--- src/sv/phs_pkg.sv ---
// Shared types, constants and helper functions for the six-stage allpass phaser.
// No dependencies; imported by six_stage_allpass_phaser and phs_div.
package phs_pkg;

    // Register reset values
    localparam logic [15:0] MIN_CORNER_RST    = 16'd1201;
    localparam logic [15:0] MAX_CORNER_RST    = 16'd4369;
    localparam logic [30:0] PHASE_STEP_RST    = 31'd44739;
    localparam logic [14:0] FEEDBACK_GAIN_RST = 15'd22938;
    localparam logic [15:0] MIX_DEPTH_RST     = 16'd32768;

    // Register indexes on the configuration port
    localparam int unsigned CFG_ADDR_W = 3;
    localparam int unsigned CFG_DATA_W = 31;
    localparam logic [CFG_ADDR_W-1:0] REG_MIN_CORNER    = 3'd0;
    localparam logic [CFG_ADDR_W-1:0] REG_MAX_CORNER    = 3'd1;
    localparam logic [CFG_ADDR_W-1:0] REG_PHASE_STEP    = 3'd2;
    localparam logic [CFG_ADDR_W-1:0] REG_FEEDBACK_GAIN = 3'd3;
    localparam logic [CFG_ADDR_W-1:0] REG_MIX_DEPTH     = 3'd4;

    // Default structural parameters
    localparam int unsigned STAGE_COUNT_DEF = 6;
    localparam int unsigned SAMPLE_BITS_DEF = 16;

    // Sine polynomial coefficients, Q1.15
    localparam logic [15:0] SIN_A = 16'd51472;
    localparam logic [15:0] SIN_B = 16'd21024;
    localparam logic [15:0] SIN_C = 16'd2320;
    localparam logic [16:0] HALF_SCALE = 17'd32768;

    // Coefficient divider widths
    localparam int unsigned DIV_NUM_W = 32;
    localparam int unsigned DIV_DEN_W = 18;
    localparam int unsigned COEF_W    = 15;

    // Chain word, Q1.23
    localparam int unsigned CHAIN_W = 24;
    localparam int unsigned WIDE_W  = 27;

    typedef logic signed [CHAIN_W-1:0] chain_t;
    typedef logic signed [WIDE_W-1:0]  wide_t;

    // Saturate a wide intermediate to Q1.23
    function automatic chain_t sat_q23(input wide_t v);
        wide_t hi;
        wide_t lo;
        hi = wide_t'(24'sh7FFFFF);
        lo = -wide_t'(27'sd8388608);
        if (v > hi)
            sat_q23 = chain_t'(hi);
        else if (v < lo)
            sat_q23 = chain_t'(lo);
        else
            sat_q23 = chain_t'(v);
    endfunction

endpackage

--- src/sv/six_stage_allpass_phaser.sv ---
// Top level of the allpass phaser: sequencer, shared multiplier, state and ports.
// Depends on phs_pkg and phs_div.
//
// Channel   Direction  Handshake          Payload
// s_axis    in         s_tvalid/s_tready  s_tdata: sample_in
// m_axis    out        m_tvalid/m_tready  m_tdata: sample_out
// cfg       in         cfg_we             cfg_addr, cfg_wdata
//
// One sample is worked at a time, through the bit-serial coefficient divider
// and the one shared multiplier.
// s_tready is high only while the sequencer is idle; a finished result waits in
// the output register, and the sequencer holds in its last step if that is full.
// rst_n clears the LFO phase, all stage states and feedback, and reloads registers.
module six_stage_allpass_phaser
    import phs_pkg::*;
#(
    parameter int unsigned STAGE_COUNT = STAGE_COUNT_DEF,
    parameter int unsigned SAMPLE_BITS = SAMPLE_BITS_DEF,
    localparam int unsigned TDATA_W = ((SAMPLE_BITS + 7) / 8) * 8
)
(
    input  logic                  clk,
    input  logic                  rst_n,
    input  logic                  s_tvalid,
    output logic                  s_tready,
    input  logic [TDATA_W-1:0]    s_tdata,   // [SAMPLE_BITS-1:0] sample_in
    output logic                  m_tvalid,
    input  logic                  m_tready,
    output logic [TDATA_W-1:0]    m_tdata,   // [SAMPLE_BITS-1:0] sample_out
    input  logic                  cfg_we,
    input  logic [CFG_ADDR_W-1:0] cfg_addr,
    input  logic [CFG_DATA_W-1:0] cfg_wdata
);

    localparam int unsigned SHIFT_IN = 24 - SAMPLE_BITS;
    localparam int unsigned IDX_W = (STAGE_COUNT > 1) ? $clog2(STAGE_COUNT) : 1;
    localparam int unsigned ST_W = 4;

    localparam logic [ST_W-1:0] S_IDLE = 4'd0;
    localparam logic [ST_W-1:0] S_T2   = 4'd1;
    localparam logic [ST_W-1:0] S_C    = 4'd2;
    localparam logic [ST_W-1:0] S_IN1  = 4'd3;
    localparam logic [ST_W-1:0] S_IN2  = 4'd4;
    localparam logic [ST_W-1:0] S_U    = 4'd5;
    localparam logic [ST_W-1:0] S_DMAX = 4'd6;
    localparam logic [ST_W-1:0] S_DSUM = 4'd7;
    localparam logic [ST_W-1:0] S_X    = 4'd8;
    localparam logic [ST_W-1:0] S_DIVW = 4'd9;
    localparam logic [ST_W-1:0] S_ST0  = 4'd10;
    localparam logic [ST_W-1:0] S_ST1  = 4'd11;
    localparam logic [ST_W-1:0] S_ST2  = 4'd12;
    localparam logic [ST_W-1:0] S_MIX  = 4'd13;
    localparam logic [ST_W-1:0] S_OUT  = 4'd14;

    // Configuration registers
    logic [15:0] min_corner_reg;
    logic [15:0] max_corner_reg;
    logic [30:0] phase_step_reg;
    logic [14:0] feedback_gain_reg;
    logic [15:0] mix_depth_reg;

    // Persistent state
    logic [31:0] lfo_phase_reg;
    chain_t      stage_mem_reg [STAGE_COUNT];
    chain_t      last_chain_reg;

    // Sequencer and working registers
    logic [ST_W-1:0]        state_reg;
    logic [ST_W-1:0]        state_next;
    logic [IDX_W-1:0]       idx_reg;
    logic [SAMPLE_BITS-1:0] sample_reg;
    logic [15:0]            t_reg;
    logic [1:0]             quad_reg;
    logic [15:0]            t2_reg;
    logic [16:0]            u_reg;
    logic [31:0]            acc_reg;
    logic [COEF_W-1:0]      a_reg;
    chain_t                 x_reg;
    chain_t                 y_reg;
    logic                   out_valid_reg;
    logic [SAMPLE_BITS-1:0] out_data_reg;

    // Shared multiplier
    logic                 mul_en;
    logic signed [24:0]   mul_a;
    logic signed [17:0]   mul_b;
    logic signed [42:0]   prod_reg;

    // Divider link
    logic                 div_start;
    logic                 div_busy;
    logic [DIV_NUM_W-1:0] div_num;
    logic [DIV_DEN_W-1:0] div_den;
    logic [COEF_W-1:0]    div_quot;

    // Datapath terms
    logic [1:0]   quad_in;
    logic [15:0]  t_in;
    logic [15:0]  pq15;
    logic [15:0]  inner1;
    logic [15:0]  inner2;
    logic [16:0]  s_cap;
    logic [16:0]  u_now;
    logic [32:0]  d_sum;
    logic [15:0]  d_val;
    logic [16:0]  den17;
    chain_t       smp_q23;
    chain_t       mem_rd;
    wide_t        fb_sum;
    wide_t        st_y;
    wide_t        st_m;
    wide_t        wet;
    wide_t        wet_sh;
    logic         accept;
    logic         out_free;
    logic [SAMPLE_BITS-1:0] wet_sat;

    localparam wide_t SMAX = wide_t'((1 << (SAMPLE_BITS - 1)) - 1);
    localparam wide_t SMIN = -wide_t'(1 << (SAMPLE_BITS - 1));

    assign accept   = s_tvalid && s_tready;
    assign s_tready = (state_reg == S_IDLE);
    assign out_free = !out_valid_reg || m_tready;
    assign m_tvalid = out_valid_reg;
    assign m_tdata  = TDATA_W'(out_data_reg);

    // Fold the phase into the first quadrant
    assign quad_in = lfo_phase_reg[31:30];
    assign t_in    = quad_in[0] ? (16'd32768 - {1'b0, lfo_phase_reg[29:15]})
                                : {1'b0, lfo_phase_reg[29:15]};

    // Sine, sweep and coefficient terms
    always_comb
    begin
        pq15   = prod_reg[30:15];
        inner1 = SIN_B - pq15;
        inner2 = SIN_A - pq15;
        s_cap  = (prod_reg[31:15] > HALF_SCALE) ? HALF_SCALE : prod_reg[31:15];
        u_now  = quad_reg[1] ? (HALF_SCALE - s_cap) : (HALF_SCALE + s_cap);
        d_sum  = {1'b0, acc_reg} + {1'b0, prod_reg[31:0]};
        d_val  = d_sum[31:16];
        den17  = 17'd65536 + {1'b0, d_val};
        div_num = ({15'd0, 17'd65536 - {1'b0, d_val}} << 15) + {15'd0, den17};
        div_den = {den17, 1'b0};
    end

    // Chain arithmetic
    always_comb
    begin
        smp_q23 = chain_t'($signed(sample_reg)) <<< SHIFT_IN;
        mem_rd  = stage_mem_reg[idx_reg];
        fb_sum  = wide_t'(smp_q23) + wide_t'($signed(prod_reg[38:15]));
        st_y    = wide_t'(mem_rd) - wide_t'($signed(prod_reg[38:14]));
        st_m    = wide_t'($signed(prod_reg[38:14])) + wide_t'(x_reg);
        wet     = wide_t'(smp_q23) + wide_t'($signed(prod_reg[40:15]));
        wet_sh  = wet >>> SHIFT_IN;
        if (wet_sh > SMAX)
            wet_sat = SAMPLE_BITS'(SMAX);
        else if (wet_sh < SMIN)
            wet_sat = SAMPLE_BITS'(SMIN);
        else
            wet_sat = SAMPLE_BITS'(wet_sh);
    end

    // Select multiplier operands and next step
    always_comb
    begin
        state_next = state_reg;
        mul_en     = 1'b0;
        mul_a      = '0;
        mul_b      = '0;
        div_start  = 1'b0;
        case (state_reg)
            S_IDLE:
            begin
                if (accept)
                    state_next = S_T2;
            end
            S_T2:
            begin
                mul_en = 1'b1;
                mul_a  = 25'(t_reg);
                mul_b  = 18'(t_reg);
                state_next = S_C;
            end
            S_C:
            begin
                mul_en = 1'b1;
                mul_a  = 25'(SIN_C);
                mul_b  = 18'(pq15);
                state_next = S_IN1;
            end
            S_IN1:
            begin
                mul_en = 1'b1;
                mul_a  = 25'(t2_reg);
                mul_b  = 18'(inner1);
                state_next = S_IN2;
            end
            S_IN2:
            begin
                mul_en = 1'b1;
                mul_a  = 25'(t_reg);
                mul_b  = 18'(inner2);
                state_next = S_U;
            end
            S_U:
            begin
                mul_en = 1'b1;
                mul_a  = 25'(min_corner_reg);
                mul_b  = 18'(18'd65536 - 18'(u_now));
                state_next = S_DMAX;
            end
            S_DMAX:
            begin
                mul_en = 1'b1;
                mul_a  = 25'(max_corner_reg);
                mul_b  = 18'(u_reg);
                state_next = S_DSUM;
            end
            S_DSUM:
            begin
                mul_en = 1'b1;
                mul_a  = 25'(last_chain_reg);
                mul_b  = 18'(feedback_gain_reg);
                div_start = 1'b1;
                state_next = S_X;
            end
            S_X:
            begin
                state_next = S_DIVW;
            end
            S_DIVW:
            begin
                if (!div_busy)
                    state_next = S_ST0;
            end
            S_ST0:
            begin
                mul_en = 1'b1;
                mul_a  = 25'(x_reg);
                mul_b  = 18'(a_reg);
                state_next = S_ST1;
            end
            S_ST1:
            begin
                mul_en = 1'b1;
                mul_a  = 25'(sat_q23(st_y));
                mul_b  = 18'(a_reg);
                state_next = S_ST2;
            end
            S_ST2:
            begin
                state_next = (idx_reg == '0) ? S_MIX : S_ST0;
            end
            S_MIX:
            begin
                mul_en = 1'b1;
                mul_a  = 25'(x_reg);
                mul_b  = 18'(mix_depth_reg);
                state_next = S_OUT;
            end
            S_OUT:
            begin
                if (out_free)
                    state_next = S_IDLE;
            end
            default:
            begin
                state_next = S_IDLE;
            end
        endcase
    end

    // Register the product of the shared multiplier
    always_ff @(posedge clk)
    begin
        if (mul_en)
            prod_reg <= mul_a * mul_b;
    end

    // Sequencer state
    always_ff @(posedge clk or negedge rst_n)
    begin
        if (!rst_n)
            state_reg <= S_IDLE;
        else
            state_reg <= state_next;
    end

    // Configuration writes; unknown indexes drop
    always_ff @(posedge clk or negedge rst_n)
    begin
        if (!rst_n)
        begin
            min_corner_reg    <= MIN_CORNER_RST;
            max_corner_reg    <= MAX_CORNER_RST;
            phase_step_reg    <= PHASE_STEP_RST;
            feedback_gain_reg <= FEEDBACK_GAIN_RST;
            mix_depth_reg     <= MIX_DEPTH_RST;
        end
        else if (cfg_we)
        begin
            case (cfg_addr)
                REG_MIN_CORNER:    min_corner_reg    <= cfg_wdata[15:0];
                REG_MAX_CORNER:    max_corner_reg    <= cfg_wdata[15:0];
                REG_PHASE_STEP:    phase_step_reg    <= cfg_wdata[30:0];
                REG_FEEDBACK_GAIN: feedback_gain_reg <= cfg_wdata[14:0];
                REG_MIX_DEPTH:     mix_depth_reg     <= cfg_wdata[15:0];
                default:           ;
            endcase
        end
    end

    // Persistent state: phase, stage memories, feedback, stage index, output
    always_ff @(posedge clk or negedge rst_n)
    begin
        if (!rst_n)
        begin
            lfo_phase_reg  <= '0;
            last_chain_reg <= '0;
            idx_reg        <= '0;
            out_valid_reg  <= 1'b0;
            for (int i = 0; i < STAGE_COUNT; i++)
                stage_mem_reg[i] <= '0;
        end
        else
        begin
            if (state_reg == S_OUT && out_free)
                out_valid_reg <= 1'b1;
            else if (m_tready)
                out_valid_reg <= 1'b0;
            case (state_reg)
                S_IDLE:
                begin
                    if (accept)
                    begin
                        lfo_phase_reg <= lfo_phase_reg + {1'b0, phase_step_reg};
                        idx_reg       <= IDX_W'(STAGE_COUNT - 1);
                    end
                end
                S_ST2:
                begin
                    stage_mem_reg[idx_reg] <= sat_q23(st_m);
                    if (idx_reg != '0)
                        idx_reg <= idx_reg - 1'b1;
                end
                S_MIX:
                begin
                    last_chain_reg <= x_reg;
                end
                default:
                begin
                end
            endcase
        end
    end

    // Working payload registers
    always_ff @(posedge clk)
    begin
        case (state_reg)
            S_IDLE:
            begin
                if (accept)
                begin
                    sample_reg <= s_tdata[SAMPLE_BITS-1:0];
                    t_reg      <= t_in;
                    quad_reg   <= quad_in;
                end
            end
            S_C:    t2_reg  <= pq15;
            S_U:    u_reg   <= u_now;
            S_DMAX: acc_reg <= prod_reg[31:0];
            S_X:    x_reg   <= sat_q23(fb_sum);
            S_DIVW: a_reg   <= div_quot;
            S_ST1:  y_reg   <= sat_q23(st_y);
            S_ST2:  x_reg   <= y_reg;
            S_OUT:
            begin
                if (out_free)
                    out_data_reg <= wet_sat;
            end
            default:
            begin
            end
        endcase
    end

    phs_div u_div (
        .clk   (clk),
        .rst_n (rst_n),
        .start (div_start),
        .num   (div_num),
        .den   (div_den),
        .busy  (div_busy),
        .quot  (div_quot)
    );

endmodule

--- src/sv/phs_div.sv ---
// Radix-2 restoring divider for the allpass coefficient, one quotient bit per cycle.
// Depends on phs_pkg.
module phs_div
    import phs_pkg::*;
(
    input  logic                 clk,
    input  logic                 rst_n,
    input  logic                 start,
    input  logic [DIV_NUM_W-1:0] num,
    input  logic [DIV_DEN_W-1:0] den,
    output logic                 busy,
    output logic [COEF_W-1:0]    quot
);

    localparam int unsigned CNT_W = $clog2(DIV_NUM_W + 1);

    logic [CNT_W-1:0]     cnt_reg;
    logic [DIV_DEN_W-1:0] rem_reg;
    logic [DIV_NUM_W-1:0] q_reg;
    logic [DIV_DEN_W-1:0] den_reg;
    logic [DIV_DEN_W:0]   trial;
    logic [DIV_DEN_W:0]   diff;
    logic                 qbit;

    // Shift in the next dividend bit and try the subtraction
    always_comb
    begin
        trial = {rem_reg, q_reg[DIV_NUM_W-1]};
        diff  = trial - {1'b0, den_reg};
        qbit  = (trial >= {1'b0, den_reg});
    end

    always_ff @(posedge clk or negedge rst_n)
    begin
        if (!rst_n)
        begin
            cnt_reg <= '0;
        end
        else if (start)
        begin
            cnt_reg <= CNT_W'(DIV_NUM_W);
        end
        else if (cnt_reg != '0)
        begin
            cnt_reg <= cnt_reg - 1'b1;
        end
    end

    always_ff @(posedge clk)
    begin
        if (start)
        begin
            rem_reg <= '0;
            q_reg   <= num;
            den_reg <= den;
        end
        else if (cnt_reg != '0)
        begin
            rem_reg <= qbit ? diff[DIV_DEN_W-1:0] : trial[DIV_DEN_W-1:0];
            q_reg   <= {q_reg[DIV_NUM_W-2:0], qbit};
        end
    end

    assign busy = (cnt_reg != '0);
    assign quot = q_reg[COEF_W-1:0];

endmodule

--- config.mk ---
export PLATFORM = sky130hd
export DESIGN_NAME = six_stage_allpass_phaser
export DESIGN_NICKNAME = d
export VERILOG_FILES = /design/src/sv/phs_pkg.sv /design/src/sv/six_stage_allpass_phaser.sv /design/src/sv/phs_div.sv
export SDC_FILE = /design/constraint.sdc
export NUM_CORES = 2
export LEC_CHECK = 0
export ABC_AREA = 1
export BUFFER_PORTS_ARGS = -buffer_cell sky130_fd_sc_hd__buf_4
export CAP_MARGIN = 10
export CORE_MARGIN = 10
export CORE_UTILIZATION = 45
export CTS_BUF_LIST = sky130_fd_sc_hd__clkbuf_8
export DETAILED_ROUTE_END_ITERATION = 10
export GPL_ROUTABILITY_DRIVEN = 1
export PLACE_DENSITY_LB_ADDON = 0.15
export SYNTH_ARGS = -nofsm -noshare
export SYNTH_HDL_FRONTEND = slang
export SYNTH_SLANG_ARGS = --single-unit
export TNS_END_PERCENT = 20
--- constraint.sdc ---
create_clock -name clk -period 14.6 [get_ports clk]
set_input_delay 2.19 -clock clk [delete_from_list [all_inputs] [get_ports clk]]
set_output_delay 2.19 -clock clk [all_outputs]
set_load 0.01 [all_outputs]
==> results_dict.tcl <==
set metrics [dict create \
    outcome "complete, no violations" \
    syn_area_per_cell_um2 8.14 \
    critPathRequiredTime_ps 15050 \
    synth_warnings 0 \
    first_iter_violations 3701 \
    hold_path_class "reg2reg" \
    synth_area_mm2 0.0502 \
    drt_pass1_iterations 7 \
    cp-end-kind "register" \
    reg2reg_to "prod_reg[38]" \
    rows 122 \
    ant_nets 0 \
    max-clock-path-buffers 3 \
    hold_viol 0 \
    synthArstFlopShare 0.520 \
    cts_tree "yes" \
    synthDistinctLibCells 81 \
    startpoint "idx_reg[0]" \
    cts_resized 0 \
    synthCells 6163 \
    clock-skew-final_ps 90.1 \
    whs_path_depth 0 \
    grt_pass1_vias 41300 \
    path_max_fanout 78 \
    cts_root_buf "clkbuf_8" \
    core_mm2 0.111 \
    die_w_um 354 \
    reg2reg_depth 41 \
    start_util 0.453 \
    drive_above_1_share 0.0748 \
    final_cell_mix "nand2_1, inv_1, nor2_1, fa_1, o21ai_0" \
    portBuffers 72 \
    period_needed_ps 12080 \
    critPathKind "reg2reg" \
    drt_wl_total_um 164000 \
    rrSetupSlack_ps 2520 \
    final_common_cell "nand2_1" \
    worstMarginPinSlew_ps 1230 \
    area_growth_pct 8.53 \
    setup_viol 0 \
    track_usage 0.259 \
    cts.clk_slew.worst_paths_ps 70 \
    fmax_mhz 82.8 \
    post-place-ws_ps 2710 \
    synth_edf_count 266 \
    die_y_um 354 \
    min_to "a_reg[9]" \
    ios 73 \
    cts_sinks 592 \
    cp-start-kind "register" \
    htreeDepth 3 \
    largest_reg_flops 144 \
    maxCapViolCount 0 \
    synthFlopType "dfrtp_1" \
    dp_hpwl_um 126000 \
    fin_cells 7803 \
    num-nets-final 6970 \
    fin_tns_setup_ps 0 \
    crit_slowest_cell "inv_2" \
    nFillCells 10900 \
    rsz0062_at_grt "false" \
    clock_latency_ps 800 \
    detail_route.wl_per_cell_um 21.0 \
    ys_ff_latch 592 \
    ctsHoldBuffers 0 \
    hp-start "u_div.q_reg[9]" \
    vias 41900 \
    slew_viol_final 0 \
    fin_crit_sh 0.828 \
    cp.arrival_ps 12540 \
    fin_ws_ps 2520 \
    cts_buffers 105 \
    maxSlewHeadroom 0.180 \
    gp_congestion 0.980 \
    cpMostUsedCell "fa_1" \
    cts_setup_buffers 0 \
    grt.overflow.total 0 \
    drc 0 \
    die_area_mm2 0.125 \
    grt_max_degree 95 \
    antenna_found_initial 3 \
    viasPerCell 5.37 \
    ys_seq_area_frac 0.321 \
    cpPeakStageDelay_ps 980 \
    dp.cells 7606 \
    r2r-start "idx_reg[0]" \
    grt_first_pass_wirelength_um 252000 \
]
[cells in the mapped netlist, drive strengths merged (10+ instances only)]
library cell,instances,area share
edfxtp,266,0.16
or2,21,0.0026
clkinv,13,0.00097
ha,266,0.066
fa,424,0.17
dfstp,27,0.014
dfrtp,281,0.14
a21o,15,0.0022
o21ai,382,0.038
and2,10,0.0012
inv,1071,0.080
a31oi,101,0.013
nand4,53,0.0067
a221oi,17,0.0030
a21oi,274,0.028
nand2,1529,0.12
nand3b,15,0.0022
nor4,12,0.0015
o31ai,13,0.0023
nor2,583,0.046
o221ai,25,0.0044
nor3,51,0.0054
dfxtp,18,0.0072
mux2,15,0.0034
a22o,18,0.0031
clkbuf,118,0.0088
o22ai,15,0.0019
xnor2,60,0.010
xor2,98,0.017
nand3,216,0.023
buf,81,0.0097
[metrics by stage]
step	util	hold WS [ps]	instance area (µm²)
2_1_floorplan	-	427	50200
3_3_place_gp	0.473	433	52300
3_5_place_dp	0.473	435	52300
4_1_cts	0.492	449	54400
5_1_grt	0.492	456	54500
6_report	0.492	450	54500
[worst max-delay path by stage]
stage | cells past startpoint | to
6_report | 41 | prod_reg[38]
5_1_grt | 41 | prod_reg[38]
4_1_cts | 41 | prod_reg[38]
3_5_place_dp | 41 | prod_reg[38]
3_3_place_gp | 39 | prod_reg[38]
2_1_floorplan | 46 | prod_reg[38]
[routing by layer]
layer / routed length, µm / vias up / track usage / part of all wire
li1: - / 19800 / - / -
met1: 73100 / 20500 / 0.360 / 0.45
met2: 74400 / 1430 / 0.412 / 0.45
met3: 11100 / 276 / 0.0397 / 0.068
met4: 5520 / 0 / 0.0815 / 0.034
met5: 0 / - / 0 / 0
[worst max-delay path: cells and delay by family, from the launching register on]
kind	cells	cell delay, ps
flops	1	380
xor+xnor	2	280
fa+ha+maj	9	4080
buf+inv	8	2010
compound gates	9	2500
simple gates	13	2390
[cell type report]
type,count,area (µm²),area share
multi-input combinational,4294,29200,0.536
sequential,592,16100,0.295
inverter,1084,4070,0.0748
tap,1488,1860,0.0342
clock buffer,123,1690,0.0311
timing repair buffer,148,1120,0.0205
clock inverter,71,408,0.00749
antenna,3,7.51,0.000138
[cell families after synthesis]
family,share of synthesized area
other cells,0.000150
buf+inv,0.0996
flops,0.321
compound gates,0.107
simple gates,0.205
mux,0.00337
fa+ha+maj,0.235
xor+xnor,0.0279
Power is not shown: default switching activity piles up to over one toggle a cycle in this logic, so the estimate is an artifact.
